<file path="config.mk">
export PLATFORM = sky130hd
export DESIGN_NAME = gvi_iter
export DESIGN_NICKNAME = d
export VERILOG_FILES = /design/src/rtl/gvi_pkg.sv /design/src/rtl/gvi_iter.sv
export SDC_FILE = /design/constraint.sdc
export NUM_CORES = 1
export LEC_CHECK = 0
export BUFFER_PORTS_ARGS = -buffer_cell sky130_fd_sc_hd__buf_2
export CORE_MARGIN = 5
export CORE_UTILIZATION = 56
export CTS_CLUSTER_DIAMETER = 30
export DETAILED_ROUTE_END_ITERATION = 7
export PLACE_DENSITY_LB_ADDON = 0.1
export SYNTH_ARGS = -nofsm -noshare
export SYNTH_HDL_FRONTEND = slang
export SYNTH_SLANG_ARGS = --single-unit
</file>
<file path="constraint.sdc">
create_clock -name i_clk -period 11.16 [get_ports i_clk]
set_input_delay 0.558 -clock i_clk [delete_from_list [all_inputs] [get_ports i_clk]]
set_output_delay 0.558 -clock i_clk [all_outputs]
set_load 0.1 [all_outputs]
</file>
<file path="src/rtl/gvi_pkg.sv">
`default_nettype none
package gvi_pkg;

    localparam int unsigned DIV_STEPS  = 31;
    localparam int unsigned SQRT_STEPS = 32;

    typedef enum logic [1:0] {
        ITER_DIV  = 2'b01,
        ITER_SQRT = 2'b10
    } t_iter_op;

    typedef struct packed {
        logic        start;
        t_iter_op    op;
        logic [63:0] rem;
        logic [62:0] dvsr;
        logic [63:0] src;
    } t_iter_req;

    typedef struct packed {
        logic        busy;
        logic [31:0] q;
    } t_iter_rsp;

endpackage
`default_nettype wire

</file>
<file path="src/rtl/gvi_iter.sv">
`default_nettype none
module gvi_iter
    import gvi_pkg::*;
(
    input  wire logic      i_clk,
    input  wire logic      i_rst_n,
    input  wire t_iter_req i_req,
    output t_iter_rsp      o_rsp
);

    logic        r_busy;
    t_iter_op    r_op;
    logic [5:0]  r_cnt;
    logic [63:0] r_rem;
    logic [62:0] r_dvsr;
    logic [63:0] r_src;
    logic [31:0] r_q;

    logic [63:0] cand;
    logic [63:0] sub;
    logic        ge;

    always_comb begin
        unique case (r_op)
            ITER_DIV: begin
                cand = {r_rem[62:0], r_src[63]};
                sub  = {1'b0, r_dvsr};
            end
            ITER_SQRT: begin
                cand = {r_rem[61:0], r_src[63:62]};
                sub  = {30'd0, r_q, 2'b01};
            end
            default: begin
                cand = r_rem;
                sub  = 64'd0;
            end
        endcase
        ge = (cand >= sub);
    end

    always_ff @(posedge i_clk) begin
        if (!i_rst_n) begin
            r_busy <= 1'b0;
            r_op   <= ITER_DIV;
            r_cnt  <= 6'd0;
        end else if (i_req.start && !r_busy) begin
            r_busy <= 1'b1;
            r_op   <= i_req.op;
            r_cnt  <= (i_req.op == ITER_SQRT) ? 6'(SQRT_STEPS - 1) : 6'(DIV_STEPS - 1);
        end else if (r_busy) begin
            r_cnt <= r_cnt - 6'd1;
            if (r_cnt == 6'd0) begin
                r_busy <= 1'b0;
            end
        end
    end

    always_ff @(posedge i_clk) begin
        if (i_req.start && !r_busy) begin
            r_rem  <= i_req.rem;
            r_dvsr <= i_req.dvsr;
            r_src  <= i_req.src;
            r_q    <= 32'd0;
        end else if (r_busy) begin
            r_rem <= ge ? (cand - sub) : cand;
            r_q   <= {r_q[30:0], ge};
            r_src <= (r_op == ITER_SQRT) ? {r_src[61:0], 2'b00} : {r_src[62:0], 1'b0};
        end
    end

    assign o_rsp.busy = r_busy;
    assign o_rsp.q    = r_q;

`ifndef SYNTHESIS
    a_start_idle: assert property (@(posedge i_clk) disable iff (!i_rst_n)
        i_req.start |-> !r_busy)
        else $error("iteration started while busy");
    a_busy_after_start: assert property (@(posedge i_clk) disable iff (!i_rst_n)
        (i_req.start && !r_busy) |=> r_busy)
        else $error("iteration did not start");
    a_count_bound: assert property (@(posedge i_clk) disable iff (!i_rst_n)
        r_busy |-> (r_cnt < 6'(SQRT_STEPS)))
        else $error("step count out of range");
`endif

endmodule
`default_nettype wire
</file>
# Word level (Yosys, flattened, before mapping)
# Index checks and enable logic that the tools add are counted.
# Widths: inputs -> output; s select.
totals:
  ff_bits: 232
  inputBits: 196
  out_inout_bits: 33
op_classes:
  add_sub_neg: 2
  n_lt_le_gt_ge: 1
  n_eq_ne: 3
  n_mux: 14
  n_reduce_logical: 4
ops:
  columns: ["operator", "n"]
  rows:
  - ["$mux 64", 6]
  - ["$pmux 64 s2", 1]
  - ["$pmux 63 s2", 1]
  - ["$ge 64x64->1", 1]
  - ["$sub 64x64->64", 1]
  - ["$mux 6", 2]
  - ["$logic_not 6->1", 1]
  - ["$sub 6x1->6 const B", 1]
  - ["$eq 2x2->1 const B", 2]
  - ["$mux 1", 4]
  - ["$eq 2x1->1 const B", 1]
  - ["$reduce_bool 2->1", 1]
  - ["$logic_and 1x1->1", 1]
  - ["$logic_not 1->1", 1]

# Depth between registers and ports, before layout
depth:
  depth_word: 6
  depth_mapped: 21
  depth_no_buf: 17

# Worst setup path before layout
# No wires, ideal clock.
synth_path:
  path_kind: "reg2reg"
  startpoint: "register r_op[1]"
  endpoint: "register r_rem[59], data pin"
  t_arrival_ns: 4.291
  required_time_ns: 10.898
  setup_slack_ns: 6.608
  path_stages_with_launch: 21
  synth_period_minus_slack_ns: 4.552
  path_cell_list: "dfxtp_1 -> inv_1 -> ha_1 -> clkbuf_1 -> clkbuf_1 -> nor2b_1 -> clkbuf_1 -> clkbuf_1 -> a22oi_1 -> ha_1 -> buf_2 -> a21oi_1 -> o21ai_0 -> or3_4 -> o2111ai_2 -> o211ai_2 -> a41oi_4 -> o211ai_1 -> a211o_1 -> a221oi_1 -> nor2_1"
synth_via:
  elab_chain_cells: 6
  elab_cells_between_ends: 9
  cone_classes: "1 x add/sub; 1 x order compare; 2 x eq/ne; 5 x mux"
synth_rtl:
  columns: ["element", "line_no", "text"]
  rows:
  - ["start: declaration", "gvi_iter.sv:12", "t_iter_op r_op;"]
  - ["start signal: assignment", "gvi_iter.sv:48", "r_op <= i_req.op;"]
  - ["$eq 2x2->1 / $eq 2x1->1 (equally long branches)", "gvi_iter.sv:24", "unique case (r_op)"]
  - ["$pmux 64 s2 / $pmux 63 s2 (equally long branches)", "gvi_iter.sv:24", null]
  - ["$sub 64x64->64 / $ge 64x64->1 (equally long branches)", "gvi_iter.sv:65, gvi_iter.sv:38", null]
  - ["$mux 64 (*)", "gvi_iter.sv:65", "r_rem <= ge ? (cand - sub) : cand;"]
  - ["$mux 64 (*)", "gvi_iter.sv:64", "end else if (r_busy) begin"]
  - ["$mux 64 (*)", "gvi_iter.sv:59", "if (i_req.start && !r_busy) begin"]
  - ["end signal: assignment", "gvi_iter.sv:60", "r_rem <= i_req.rem;"]
  - ["end signal: assignment", "gvi_iter.sv:65", null]
  - ["end: declaration", "gvi_iter.sv:14", "logic [63:0] r_rem;"]
# Every way passes the cells marked *; elsewhere a longest branch is shown, timed or not. The select of a mux whose other input is x is not followed.
# A chain may end at the register's enable or synchronous reset.

# Worst setup path in the final report
layout_path:
  startpoint: "register r_op[0]"
  endpoint: "register r_rem[59], data pin"
# The elaborated chain is that of the path after synthesis.

==> results.md <==
- Primary FF master, synth: edfxtp_1
- Layout area overhead: 20.6%
- Status: complete, no violations
- Worst reg-to-reg path cell count: 17
- Yosys cell types: 71
- Root Driver: clkbuf_16
- R2r setup slk: 4790 ps
- Vias: 14,068
- Setup Buffers After CTS: 0
- Vias in the first global route: 13,791
- Hold Crit Depth: 1
- Clk Latency, worst-skew pair: 570 ps
- Ports: 229
- Vias/cell: 6.12
- Core Util, Final: 0.689
- DRT antenna net count: 0
- Highest-delay cell along the critical path: nor3b_1
- RSZ-0062 raised after global routing: no
- Maximum fanout along the worst path: 69
- Synth cell count leaders: 346 x nand2_1, 206 x o21ai_0, 191 x edfxtp_1
- FP Rows: 60
- Max_cap viols: 0
- Synth top area cells: edfxtp_1 37%, nand2_1 8.4%, o21ai_0 6.7%, ha_1 5.3%, dfxtp_1 5.3%
- Die Ht: 176 um
- Routability Congestion: 0.921
- Least-Margin Pin Slew: 1090 ps
- Cell with the most instances after synthesis: nand2_1
- CTS tree: yes
- Placed Cells: 2,193
- Fill cells: 2,154
- Yosys warnings: 0
- Seq/Total Area, Yosys: 0.424
- Synth Area in Adders: 0.0547
- Register bit total from synthesis: 232
- Routed length per placed instance: 19.2 um
- Port bufs: 228
- Async set or reset register ratio after synthesis: 0
- H-tree Lvls: 2
- Pin count of the biggest net entering global routing: 138
- Clock buffer count from CTS: 55
- Yosys top cell area share: 0.371
- Post-synthesis compound-gate area fraction: 0.237
- Synth Area in XOR/XNOR: 0.0300
- Peak supply drop: 0.000201 V
- Clock sinks: 232
- CTS Buffer Depth: 3
- Leakage: 7.31 nW
- WP data arrival: 6670 ps
- Worst hold path class: input pin to flop
- Syn Area/Cell: 8.88 um^2
- Core Region: 0.0270 mm^2
- Post-Syn Instances: 1,740
- Max Slew Vio Count: 0
- Die Wd: 176 um
- Grt total ovfl: 0
- Worst-path clk slew: 50 ps
- CP Capture Type: flop
- DRT Pass-1 Iters: 6
- Power per cell area: 316 mW/mm^2
- All-Layer GR Usage: 0.276
- CP Cell Sequence: inv_1 -> ha_4 -> buf_4 -> nor2b_4 -> a22oi_1 -> ha_1 -> or2_2 -> a21oi_1 -> nor3b_1 -> nor3b_1 -> o221ai_1 -> o21a_2 -> inv_1 -> buf_4 -> a221oi_1 -> a221oi_1 -> nor2_1
- Largest family of logic cells by synthesized area: compound AO/OA/AOI/OAI gates
- Final WL: 44,100 um
- Synth Net Count: 2,003
- Fin Setup TNS: 0 ps
- Synth Cell Area: 0.0155 mm^2
- Fmax: 157 MHz
- Critical Path Max Stage Delay: 750 ps
- Synth area leader: edfxtp_1
- Cts repair resizes: 0
- # DRC: 0
- Tcrit/Tclk final: 0.571
- First-pass GRT wire length: 70,600 um
- Final #Nets: 2,172
- Worst rel slew slack: 0.271
- Pre-CTS WS: 4940 ps
- FF/Latch Area: 0.00656 mm^2
- Initial Util: 0.572
- Layout cell share with drive strength beyond 1: 0.185
- Mux cell area share after synthesis: 0.0481
- DR iter-0 viols: 1,213
- CP Launch Type: flop
- CTS Hold Bufs: 0
- Power consumption: 5.89 mW
- Die ar.: 0.0310 mm^2
- Synth Area in Simple Gates: 0.165
- Final HPWL DP: 30,300 um
- Minimum clock period: 6370 ps
- Final Hold Fails: 0
- WS Path Type: flop to flop
- Multi-input gate area: 0.00830 mm^2
- Final setup fails: 0
- CP required: 11,460 ps
- Non-filler cells, final: 2,299
- Clock skew: 19.6 ps
- Worst setup margin: 4790 ps
- Initial antenna violation count: 2
- EDFF count, synth: 191
metrics by stage:
stage               hold WS, ps  cell area (um^2)
floorplan                   439             15500
global placement            462             16600
detailed placement          466             16600
CTS                         146             18600
global route                148             18600
finish                      158             18600
worst max-delay path, delay by kind of cell, from the launching register on:
kind	cells	cell delay, ps
flip-flops	1	330
AND/OR/NAND/NOR	5	1550
AO/OA/AOI/OAI	6	1380
buffers and inverters	4	1830
adder cells (fa/ha/maj)	2	960
power by group:
part | internal, mW | switching (mW) | leakage, nW
combinational | 1.06 | 1.72 | 4.09
sequential | 1.22 | 0.142 | 2.24
clock | 1.22 | 0.537 | 0.983
logic make-up after synthesis:
kind of cell             count (synthesis)
AND/OR/NAND/NOR                        589
AO/OA/AOI/OAI                          578
flip-flops                             232
buffers and inverters                  147
multiplexers                            74
adder cells (fa/ha/maj)                 67
XOR/XNOR                                53
path summary, 6_finish.rpt:
| kind | end | from |
|---|---|---|
| setup / recovery | r_rem[59] | r_op[0] |
| hold / removal | r_dvsr[29] | i_req[93] |
| setup reg to reg | r_rem[59] | r_op[0] |
| hold reg to reg | r_cnt[0] | r_cnt[0] |
flip-flops by register name, indices dropped and copies added (netlist names):
signal / cells
r_dvsr: 63
r_busy: 1
r_rem: 64
r_q: 32
r_src: 64
r_op: 2
r_cnt: 6
cells in the final DEF (no fill, tap or decap), types with 15 or more instances in the layout:
cell	count
a21o_1	36
a21oi_1	91
a22oi_1	96
a31oi_1	47
buf_2	228
clkbuf_16	57
dfxtp_1	40
edfxtp_1	191
ha_1	64
inv_1	18
mux2i_1	72
nand2_1	346
nand2b_1	39
nand4_1	22
nor2_1	105
nor3_1	18
o21ai_0	206
o21bai_1	15
xnor2_1	33
xor2_1	20
area by class of cell:
type / count / share of cell area
clock inverter: 40 / 0.0317
inverter: 20 / 0.00443
tap: 341 / 0.0229
timing repair buffer: 239 / 0.0657
sequential: 232 / 0.352
clock buffer: 64 / 0.0780
antenna: 2 / 0.000269
multi-input combinational: 1361 / 0.445
routing by layer:
metal | routed length [um] | vias to the layer above | global-route usage
met4 | 985 | 0 | 0.0893
li1 | - | 6771 | -
met2 | 20500 | 565 | 0.442
met3 | 2930 | 80 | 0.0430
met5 | 0 | - | 0
met1 | 19700 | 6652 | 0.385
(Power assumes the default switching activity.)
